[src/rtl/core/fk_pkg.sv]
// Shared constants, register codes and the arctangent table function for the
// two-link forward kinematics block. No dependencies.
`timescale 1ns / 1ps

package fk_pkg;

    localparam int FK_CORDIC_STEPS = 24;

    // Angle constants, Q.24 and Q16.16 degrees
    localparam logic [51:0] FK_FULL24   = 52'd6039797760;
    localparam logic [51:0] FK_RED_OFS  = FK_FULL24 << 18;
    localparam int          FK_RED_STEPS = 19;
    localparam logic signed [35:0] FK_HALF24  = 36'sd3019898880;
    localparam logic signed [35:0] FK_RIGHT24 = 36'sd1509949440;
    localparam logic [25:0] FK_FULL16   = 26'd23592960;
    localparam logic signed [35:0] FK_GAIN_Q30 = 36'sd652032874;
    localparam logic signed [29:0] FK_XY_LIMIT = 30'sd33554430;

    typedef enum logic [2:0] {
        REG_ORIENT     = 3'd0,
        REG_LIMIT_ONE  = 3'd1,
        REG_LIMIT_TWO  = 3'd2,
        REG_STEP_ONE   = 3'd3,
        REG_STEP_TWO   = 3'd4,
        REG_LENGTH_ONE = 3'd5,
        REG_LENGTH_TWO = 3'd6
    } fk_reg_t;

    typedef enum logic [1:0] {
        CMD_STEPS     = 2'd0,
        CMD_HOMED_ONE = 2'd1,
        CMD_HOMED_TWO = 2'd2,
        CMD_NONE      = 2'd3
    } fk_cmd_t;

    // atan(2^-i) in degrees, 24 fraction bits, from the odd power series
    function automatic logic [63:0] fk_atan(input int i);
        logic [63:0] base;
        logic [63:0] acc;
        logic [63:0] term;
        int          sh;
        base = 64'd961263669 << 32;
        acc  = 64'd0;
        if (i == 0)
        begin
            return 64'd45 << 24;
        end
        for (int k = 0; k < 32; k++)
        begin
            sh = i * (2 * k + 1);
            if (sh < 64)
            begin
                term = (base >> sh) / 64'(2 * k + 1);
                if (k % 2 == 1)
                begin
                    acc = acc - term;
                end
                else
                begin
                    acc = acc + term;
                end
            end
        end
        return (acc + 64'h8000_0000) >> 32;
    endfunction

endpackage

[src/rtl/core/fk_angle_red.sv]
// Joint angle unit: home angle plus steps times step angle, reduced modulo
// 360 degrees by a shared compare-subtract stage. Depends on fk_pkg.
`timescale 1ns / 1ps

module fk_angle_red
    import fk_pkg::*;
(
    input  logic               clk,
    input  logic               rst_n,
    input  logic               start,
    input  logic               ccw,
    input  logic signed [25:0] limit,
    input  logic [25:0]        per_step,
    input  logic signed [23:0] steps,
    input  logic               use_steps,
    output logic               done,
    output logic [24:0]        angle
);

    logic               busy_reg;
    logic               load_reg;
    logic               done_reg;
    logic [4:0]         cnt_reg;
    logic signed [50:0] prod_reg;
    logic signed [35:0] home_reg;
    logic [51:0]        val_reg;

    logic signed [35:0] lim24;
    logic signed [35:0] home_next;
    logic signed [53:0] sum_next;
    logic [51:0]        cand;

    assign lim24     = 36'(limit) <<< 8;
    assign home_next = ccw ? (-FK_RIGHT24 - lim24) : (FK_RIGHT24 + lim24);
    assign sum_next  = 54'(prod_reg) + 54'(home_reg) + $signed({2'b00, FK_RED_OFS});
    assign cand      = FK_FULL24 << cnt_reg;

    always_ff @(posedge clk or negedge rst_n)
    begin
        if (!rst_n)
        begin
            busy_reg <= 1'b0;
            load_reg <= 1'b0;
            done_reg <= 1'b0;
            cnt_reg  <= '0;
        end
        else
        begin
            done_reg <= 1'b0;
            if (start)
            begin
                busy_reg <= 1'b1;
                load_reg <= 1'b1;
            end
            else if (load_reg)
            begin
                load_reg <= 1'b0;
                cnt_reg  <= 5'(FK_RED_STEPS - 1);
            end
            else if (busy_reg)
            begin
                cnt_reg <= cnt_reg - 5'd1;
                if (cnt_reg == 5'd0)
                begin
                    busy_reg <= 1'b0;
                    done_reg <= 1'b1;
                end
            end
        end
    end

    always_ff @(posedge clk)
    begin
        if (start)
        begin
            prod_reg <= use_steps ? 51'(steps) * 51'($signed({1'b0, per_step})) : '0;
            home_reg <= home_next;
        end
        else if (load_reg)
        begin
            val_reg <= sum_next[51:0];
        end
        else if (busy_reg && val_reg >= cand)
        begin
            val_reg <= val_reg - cand;
        end
    end

    assign done  = done_reg;
    assign angle = val_reg[32:8];

endmodule

[config.mk]
export PLATFORM = sky130hd
export DESIGN_NAME = fk_angle_red
export DESIGN_NICKNAME = d
export VERILOG_FILES = /design/src/rtl/core/fk_pkg.sv /design/src/rtl/core/fk_angle_red.sv
export SDC_FILE = /design/constraint.sdc
export NUM_CORES = 2
export LEC_CHECK = 0
export ABC_AREA = 1
export BUFFER_PORTS_ARGS = -buffer_cell sky130_fd_sc_hd__buf_4
export CAP_MARGIN = 25
export CORE_MARGIN = 8
export CORE_UTILIZATION = 60
export DETAILED_ROUTE_END_ITERATION = 6
export GPL_ROUTABILITY_DRIVEN = 0
export PLACE_DENSITY_LB_ADDON = 0.05
export SYNTH_ARGS = -nofsm -noshare
export SYNTH_HDL_FRONTEND = slang
export SYNTH_SLANG_ARGS = --single-unit
export TNS_END_PERCENT = 10
[constraint.sdc]
create_clock -name clk -period 6.8 [get_ports clk]
set_input_delay 0.68 -clock clk [delete_from_list [all_inputs] [get_ports clk]]
set_output_delay 0.68 -clock clk [all_outputs]
set_load 0.01 [all_outputs]
==> flow_summary.toml <==
[outcome]
status = "finished, final reports clean"

[cts]
cts-htree-levels = 4
cts_resized = 0
postCtsSetupBuffers = 0
cts_root_buffer = "clkbuf_16"
cts_buffer_depth = 2
cts_tree = "done"
cts-buffers-inserted = 17
cts.clk_slew.worst_paths_ps = 70
worstSkewPairLatency_ps = 450
cts.sinks = 138
cts_hold_buf = 0

[global_routing]
grt_max_degree = 67
grt_pass1_vias = 30199
grt_pass1_wl_um = 157400
grt_overflow = 0
grtUsageTotal = 0.3022
antenna_found_initial = 1

[timing]
finalSetupViolCount = 0
finalSetupTns_ps = 0
hold_viol_final = 0
clock_skew_ps = 17.27
drv_slew = 0
post-route-period-util = 0.9253
rsz0062_at_grt = "false"
fmax_mhz = 158.9
slew_headroom = 0.3897
period_needed_ps = 6292
worst_pin_slew_ps = 915.5

[logic_synthesis]
synth_cell_types = 52
yosys.area.top_type_share = 0.3061
synth_edf_count = 130
synth_common_cells = "nand2_1, inv_1, fa_1"
yosysTopAreaCell = "fa_1"
ys_ff_latch = 138
synth.area.top_cells = "fa_1, nand2_1, inv_1"
yosys_warnings = 0
syn_inst = 4789
ys_seq_area_frac = 0.1191
syn_avg_cell_area_um2 = 7.196
syn_nets = 5724
ys_async_sr_fraction = 0.05797
yosysMostFrequentCell = "nand2_1"
yosys_most_used_dff = "edfxtp_1"
syn_area_mm2 = 0.03446

[worst_setup_path]
critPathSlowestCell = "fa_1"
path_depth = 27
cp_max_fo = 26
crit_path_start_kind = "input port"
worstPathArrival_ps = 6510
cp_top_family = "adder cells"
r2r_cells = 17
crit_required_ps = 7010
worstSetupPathType = "input port to flop"
cp.buffers_inverters = 8
slowest_delay_ps = 560
endpoint_kind = "flop"

[layout]
ff_latch_area_mm2 = 0.004104
fillers = 5360
nets = 5730
final_cells = 5574
largest_register_ffs = 52
multiInputGateArea_mm2 = 0.02476
drive_gt1_frac = 0.06011
area_delta_synth_final_pct = 5.954
final_util = 0.6378

[drt]
drc_errors = 0
drtIter0Drc = 1940
antenna_left = 0
wl_met3_um = 5589
met2_length_um = 47530
totalWireLength_um = 97160
wl_per_cell_um = 17.43
first_pass_iters = 6
num_vias = 29217
wirelength_met1_um = 37420
highest_layer = "met5"
via_per_inst = 5.242

[floorplanning]
fp.dieW_um = 255.7
fp-row-count = 88
core_mm2 = 0.05725
die_y_um = 255.7
num_io_pins = 107
initial_core_util = 0.6019
die-area_mm2 = 0.06536

[placed_design]
dpl.cell_count = 5541
port_buffers = 106
dp_hpwl_um = 81560

[min_path]
hold_path_class = "input port to async pin"

[job]
drv_cap = 0
metal layers:
metal / vias to the layer above / GRT usage
met5: - / 0
met1: 13794 / 0.3563
li1: 13997 / -
met2: 1085 / 0.5307
met3: 339 / 0.03075
met4: 2 / 0.1811
kinds of logic after synthesis:
family                   Yosys count  share of synthesized area
AO/OA/AOI/OAI                    291                    0.04593
XOR/XNOR                          48                    0.01220
adder cells (fa/ha/maj)          854                     0.4248
buffers and inverters           1467                     0.1628
flip-flops                       138                     0.1191
AND/OR/NAND/NOR                 1991                     0.2352
layout by cell type, fill, tap and decap left out, types with 13 or more instances in the layout:
master,netlist,layout
fa_1,527,527
nor2_2,23,23
inv_1,1283,1283
clkbuf_16,0,17
nor3_1,21,21
nand4_1,29,29
edfxtp_1,130,130
xnor2_1,23,23
nor2_1,271,271
o21ai_0,95,95
o21ai_1,13,13
nand2_2,24,24
or2_2,13,13
nand3_1,127,127
ha_1,327,327
xor2_1,25,25
a21oi_1,138,137
o21bai_1,16,16
nand2_1,1440,1440
buf_4,26,157
path summary, 6_finish.rpt:
kind / from / slack [ps] / end
worst max-delay path: steps[12] / 510 / prod_reg[50]
worst min-delay path: rst_n / 30 / cnt_reg[4]
worst max register to register: cnt_reg[0] / 2910 / val_reg[7]
worst min register to register: busy_reg / 500 / busy_reg
max in group asynchronous: rst_n / 6650 / cnt_reg[2]
min in group clk: limit[0] / 430 / home_reg[8]
layout make-up:
| class | count | area share |
|---|---|---|
| Multi-Input combinational cell | 3184 | 0.6781 |
| Inverter | 1296 | 0.1332 |
| Sequential cell | 138 | 0.1124 |
| Timing Repair Buffer | 158 | 0.03283 |
| Tap cell | 765 | 0.02621 |
| Clock buffer | 17 | 0.01165 |
| Clock inverter | 15 | 0.005551 |
| Antenna cell | 1 | 0.00006853 |
per-stage QoR:
step	area, um^2	hold slack, ps	setup slack [ps]
final	36520	31.37	508.1
after global routing	36510	28.54	228.1
after CTS	36510	16.62	521.8
after detailed placement	35880	487.9	41.43
after global placement	35880	478.6	59.99
after floorplan	34460	384.4	412.2
Power is not shown: default switching activity piles up to over one toggle a cycle in this logic, so the estimate is an artifact.
