**config.mk**
```make
export PLATFORM = sky130hd
export DESIGN_NAME = fk_cordic
export DESIGN_NICKNAME = d
export VERILOG_FILES = /design/src/rtl/core/fk_pkg.sv /design/src/rtl/core/fk_cordic.sv
export SDC_FILE = /design/constraint.sdc
export NUM_CORES = 1
export LEC_CHECK = 0
export BUFFER_PORTS_ARGS = -buffer_cell sky130_fd_sc_hd__buf_2
export CORE_MARGIN = 2
export CORE_UTILIZATION = 35
export CTS_CLUSTER_SIZE = 30
export DETAILED_ROUTE_END_ITERATION = 12
export GPL_TIMING_DRIVEN = 0
export MAX_ROUTING_LAYER = met4
export PLACE_DENSITY = 0.6
export REMOVE_ABC_BUFFERS = 1
export SYNTH_ARGS = -nofsm -noshare
export SYNTH_HDL_FRONTEND = slang
export SYNTH_SLANG_ARGS = --single-unit
```
**constraint.sdc**
```tcl
create_clock -name clk -period 8.4 [get_ports clk]
set_input_delay 1.68 -clock clk [delete_from_list [all_inputs] [get_ports clk]]
set_output_delay 1.68 -clock clk [all_outputs]
set_load 0.03 [all_outputs]
```
**src/rtl/core/fk_pkg.sv**
```systemverilog
// Shared constants, register codes and the arctangent table function for the
// two-link forward kinematics block. No dependencies.
`timescale 1ns / 1ps

package fk_pkg;

    localparam int FK_CORDIC_STEPS = 24;

    // Angle constants, Q.24 and Q16.16 degrees
    localparam logic [51:0] FK_FULL24   = 52'd6039797760;
    localparam logic [51:0] FK_RED_OFS  = FK_FULL24 << 18;
    localparam int          FK_RED_STEPS = 19;
    localparam logic signed [35:0] FK_HALF24  = 36'sd3019898880;
    localparam logic signed [35:0] FK_RIGHT24 = 36'sd1509949440;
    localparam logic [25:0] FK_FULL16   = 26'd23592960;
    localparam logic signed [35:0] FK_GAIN_Q30 = 36'sd652032874;
    localparam logic signed [29:0] FK_XY_LIMIT = 30'sd33554430;

    typedef enum logic [2:0] {
        REG_ORIENT     = 3'd0,
        REG_LIMIT_ONE  = 3'd1,
        REG_LIMIT_TWO  = 3'd2,
        REG_STEP_ONE   = 3'd3,
        REG_STEP_TWO   = 3'd4,
        REG_LENGTH_ONE = 3'd5,
        REG_LENGTH_TWO = 3'd6
    } fk_reg_t;

    typedef enum logic [1:0] {
        CMD_STEPS     = 2'd0,
        CMD_HOMED_ONE = 2'd1,
        CMD_HOMED_TWO = 2'd2,
        CMD_NONE      = 2'd3
    } fk_cmd_t;

    // atan(2^-i) in degrees, 24 fraction bits, from the odd power series
    function automatic logic [63:0] fk_atan(input int i);
        logic [63:0] base;
        logic [63:0] acc;
        logic [63:0] term;
        int          sh;
        base = 64'd961263669 << 32;
        acc  = 64'd0;
        if (i == 0)
        begin
            return 64'd45 << 24;
        end
        for (int k = 0; k < 32; k++)
        begin
            sh = i * (2 * k + 1);
            if (sh < 64)
            begin
                term = (base >> sh) / 64'(2 * k + 1);
                if (k % 2 == 1)
                begin
                    acc = acc - term;
                end
                else
                begin
                    acc = acc + term;
                end
            end
        end
        return (acc + 64'h8000_0000) >> 32;
    endfunction

endpackage

```
**src/rtl/core/fk_cordic.sv**
```systemverilog
// Iterative rotation-mode CORDIC giving sine and cosine, 30 fraction bits,
// of an angle in Q16.16 degrees. Depends on fk_pkg.
`timescale 1ns / 1ps

module fk_cordic
    import fk_pkg::*;
#(
    parameter int CORDIC_STEPS = FK_CORDIC_STEPS
)
(
    input  logic               clk,
    input  logic               rst_n,
    input  logic               start,
    input  logic [24:0]        angle,
    output logic               done,
    output logic signed [35:0] sin_q,
    output logic signed [35:0] cos_q
);

    localparam int CW = $clog2(CORDIC_STEPS);

    logic signed [35:0] atan_tab [CORDIC_STEPS];

    for (genvar g = 0; g < CORDIC_STEPS; g++)
    begin : g_atan
        assign atan_tab[g] = 36'(fk_atan(g));
    end

    logic               busy_reg;
    logic               done_reg;
    logic               neg_reg;
    logic [CW-1:0]      cnt_reg;
    logic signed [35:0] x_reg;
    logic signed [35:0] y_reg;
    logic signed [35:0] z_reg;

    logic signed [35:0] z_in;
    logic signed [35:0] z_wrap;
    logic signed [35:0] z_fold;
    logic               neg_fold;
    logic signed [35:0] dx;
    logic signed [35:0] dy;

    always_comb
    begin
        z_in   = $signed({3'b000, angle, 8'h00});
        z_wrap = (z_in > FK_HALF24) ? z_in - $signed({1'b0, FK_FULL24[34:0]}) : z_in;
        if (z_wrap > FK_RIGHT24)
        begin
            z_fold   = z_wrap - FK_HALF24;
            neg_fold = 1'b1;
        end
        else if (z_wrap < -FK_RIGHT24)
        begin
            z_fold   = z_wrap + FK_HALF24;
            neg_fold = 1'b1;
        end
        else
        begin
            z_fold   = z_wrap;
            neg_fold = 1'b0;
        end
    end

    assign dx = y_reg >>> cnt_reg;
    assign dy = x_reg >>> cnt_reg;

    always_ff @(posedge clk or negedge rst_n)
    begin
        if (!rst_n)
        begin
            busy_reg <= 1'b0;
            done_reg <= 1'b0;
            cnt_reg  <= '0;
        end
        else
        begin
            done_reg <= 1'b0;
            if (start)
            begin
                busy_reg <= 1'b1;
                cnt_reg  <= '0;
            end
            else if (busy_reg)
            begin
                cnt_reg <= cnt_reg + CW'(1);
                if (cnt_reg == CW'(CORDIC_STEPS - 1))
                begin
                    busy_reg <= 1'b0;
                    done_reg <= 1'b1;
                end
            end
        end
    end

    always_ff @(posedge clk)
    begin
        if (start)
        begin
            x_reg   <= FK_GAIN_Q30;
            y_reg   <= '0;
            z_reg   <= z_fold;
            neg_reg <= neg_fold;
        end
        else if (busy_reg)
        begin
            if (z_reg >= 0)
            begin
                x_reg <= x_reg - dx;
                y_reg <= y_reg + dy;
                z_reg <= z_reg - atan_tab[cnt_reg];
            end
            else
            begin
                x_reg <= x_reg + dx;
                y_reg <= y_reg - dy;
                z_reg <= z_reg + atan_tab[cnt_reg];
            end
        end
    end

    assign done  = done_reg;
    assign sin_q = neg_reg ? -y_reg : y_reg;
    assign cos_q = neg_reg ? -x_reg : x_reg;

endmodule

```
==> summary.txt <==
Status: finished, final reports clean
CTS H-tree lvls: 4
GR Util All Layers: 25.8%
Avg Cell Area, Syn: 7.97 sq um
Via Count: 19311
Sequential share of power: 13.5%
Net Sw Frac: 53.5%
Synthesized netlist cell count: 2473
Num Clock Sinks: 116
Synthesis-to-layout area growth: 7.78%
Total gr overflow: 0
Worst slew margin: 10.4%
Min Clock Period, post-route: 8.06 ns
Synth async-reset ratio: 6.03%
Sw power: 5900 uW
Drt first pass iters: 5
Post-synth EDFFs: 37
Total Wirelength: 73.5 mm
Post-route clock period utilization: 95.9%
Hold Path Class: flip-flop to flip-flop
Top_reg_cell synth: dfxtp_1
Initial antenna violation count: 3
CP peak stage delay: 0.92 ns
Worst r2r src: cnt_reg[1]$_DFFE_PN0P_
Placer Congestion: 0.966
Critical path endpoint category: flip-flop
Root buffer cell: clkbuf_16
Antenna Violating Nets Remaining: 0
Setup violators final: 0
Max VDD drop: 0.187 mV
Worst-margin pin slew: 1.34 ns
Core area: 55400 sq um
Critical Path RT: 8.80 ns
Reg2reg setup slack: 0.34 ns
Fmax: 0.124 GHz
Place WS: -0.166 ns
Hold Startpoint: x_reg[0]$_SDFFE_PP0P_
TritonCTS Buffers: 17
Drt drc: 0
Commonest non-fill, non-tap cell in the layout: nand2_1
PwrDens: 520 nW/um^2
Via density: 6.08
Site Rows: 86
Worst r2r dst: y_reg[35]$_SDFFE_PP0P_
Power Internal: 5140 uW
Logic pwr share: 79.8%
Critical path class: flip-flop to flip-flop
First-pass GRT wire length: 111 mm
Worst skew pair latency: 0.50 ns
Fin. Hold Viols: 0
Pleak: 0.00864 uW
Yosys cell types: 93
Critical-path top delay cell: inv_2
Warnings, synthesis: 0
Vias in the first global route: 17912
Die area: 58200 sq um
Max clock buf depth: 2
Clk slew on worst S/H paths: 0.07 ns
Ports: 101
IO buf count: 100
Detailed Route Iter0 Violations: 1695
Commonest non-fill, non-tap cells in the layout: nand2_1 (211), o21ai_0 (193), nor2_1 (183), xnor2_1 (181), a21oi_1 (146)
Largest net degree at the start of global routing: 82
Startpoint types: flip-flop
Non-Filler Cell Area, Final: 21200 sq um
Die Ht: 241 um
Hold path cells: 2
Area of the mapped netlist: 19700 sq um
Worst r2r path cells: 21
Nets@finish: 2574
Width of the die: 241 um
Post-place instance area: 20600 sq um
Initial core utilization: 35.6%
Synth Register Bits: 116
Final setup margin: 0.341 ns
Buf+Inv Stages, Crit Path: 1
Hpwl dp: 56.1 mm
Max-slew violation count: 0
Final Skew: 0.0134 ns
CP arrival: 8.46 ns
Worst hold margin: 0.516 ns
Layout cell share with drive strength beyond 1: 13.2%
Critical path peak fanout: 40
Wire per inst: 23.1 um
Max-Cap Viols: 0
Hold-critical path endpoint: x_reg[0]$_SDFFE_PP0P_
CTS tree: done
Critical Path, Cell by Cell: inv_2, mux2i_2, o22ai_1, nor4_2, nand3_1, nor4_2, nand2_1, a21oi_1, xnor2_1, ha_1, nand2_1, nor4_1, nand3_1, nor3b_1, nor2_1, o2111ai_1, a21oi_1, o31ai_1, xnor2_1, a211oi_1, a31o_2
Clock power frac: 6.8%
Post-synthesis sequential area ratio: 13.8%
Delay-heaviest family, CP: simple AND/OR/NAND/NOR gates
worst register-to-register path: stages, from the launching register on:
cell	delay, ns
dfrtp_4	0.70
inv_2	0.93
mux2i_2	0.76
o22ai_1	0.24
nor4_2	0.57
nand3_1	0.32
nor4_2	0.64
nand2_1	0.25
a21oi_1	0.23
xnor2_1	0.10
ha_1	0.42
nand2_1	0.14
nor4_1	0.48
nand3_1	0.14
nor3b_1	0.48
nor2_1	0.16
o2111ai_1	0.38
a21oi_1	0.18
o31ai_1	0.30
xnor2_1	0.21
a211oi_1	0.12
a31o_2	0.24
cells in the mapped netlist, drive strengths merged (10+ instances only):
master	count	area, sq um
nand4	13	81.3
a22o	24	210
o41ai	16	140
or3	33	206
buf	71	487
a22oi	22	165
a21o	39	293
o221ai	10	87.6
nand3	43	215
a211oi	34	255
clkbuf	127	477
o21ai	194	971
or2	22	138
mux2	37	420
nand2	212	796
edfxtp	37	1110
a21oi	146	731
dfxtp	72	1440
mux2i	113	1130
a31oi	18	113
ha	129	1610
xor2	80	701
or4	18	135
nor2	186	698
a21boi	12	90.1
and3	14	87.6
nor3	52	265
nand2b	50	313
o21bai	11	82.6
a211o	16	140
o22ai	33	206
nor4	17	128
xnor2	181	1590
nor2b	30	188
and2	15	93.8
o211ai	14	105
mux4	78	1790
inv	59	221
o31ai	48	360
o21a	28	210
cell families after synthesis:
kind of cell	count (synthesis)	share of synthesized area, %
flip-flops	116	13.8
AO/OA/AOI/OAI	742	24.8
multiplexers	228	16.9
AND/OR/NAND/NOR	733	18.2
buffers and inverters	261	6.09
XOR/XNOR	261	11.6
adder cells (fa/ha/maj)	132	8.50
power groups by stage:
stage	sequential, uW	clock [uW]	combinational (uW)
6_report	1490	746	8800
5_1_grt	1530	785	9720
3_3_place_gp	1550	0	8460
3_5_place_dp	1490	0	8670
4_1_cts	1480	771	8730
2_1_floorplan	1290	0	6810
worst max-delay path by stage:
stage,start,to,slack [ns],cells past startpoint
after floorplan,cnt_reg[0]$_DFFE_PN0P_,z_reg[35]$_DFFE_PP_,-2.86,22
after global placement,cnt_reg[0]$_DFFE_PN0P_,y_reg[35]$_SDFFE_PP0P_,-6.17,23
after detailed placement,cnt_reg[3]$_DFFE_PN0P_,y_reg[35]$_SDFFE_PP0P_,-0.17,23
after CTS,cnt_reg[3]$_DFFE_PN0P_,y_reg[35]$_SDFFE_PP0P_,0.09,22
after global routing,cnt_reg[0]$_DFFE_PN0P_,y_reg[35]$_SDFFE_PP0P_,-0.01,23
final,cnt_reg[1]$_DFFE_PN0P_,y_reg[35]$_SDFFE_PP0P_,0.34,21
area by class of cell:
type | count | area [sq um]
Sequential cell | 116 | 2750
Inverter | 63 | 243
Fill cell | 5695 | 34200
Tap cell | 748 | 936
Clock buffer | 19 | 454
Multi-Input combinational cell | 2096 | 15800
Timing Repair inverter | 1 | 5.00
Antenna cell | 3 | 7.51
Timing Repair Buffer | 119 | 897
Clock inverter | 13 | 123
routing by layer:
| layer | wire [um] | global-route usage (%) | share of wire [%] |
|---|---|---|---|
| met5 | 0 | - | 0 |
| met4 | 2350 | 9.15 | 3.2 |
| met3 | 4220 | 4.69 | 5.7 |
| met2 | 34900 | 41.9 | 48 |
| met1 | 32000 | 32.2 | 44 |
repair_timing:
item | 4_1_cts | 5_1_grt
pin swaps | 0 | 1
buffers inserted | 0 | 3
hold buffers | 0 | 0
cloned | 0 | 1
endpoints found under the setup margin | 1 | 3
gates resized for setup | 2 | 5
through the flow:
stage                TNS, ns  power, uW  cells  util [%]
global placement     -482.03      10000   3123      36.4
global route        -0.00992      12000   3177      38.3
detailed placement    -0.166      10200   3139      37.2
CTS                        0      11000   3171      38.2
finish                     0      11000   3178      38.3
floorplan            -125.88       8100   2275         -
No activity file was read; power rests on OpenSTA's default activity.
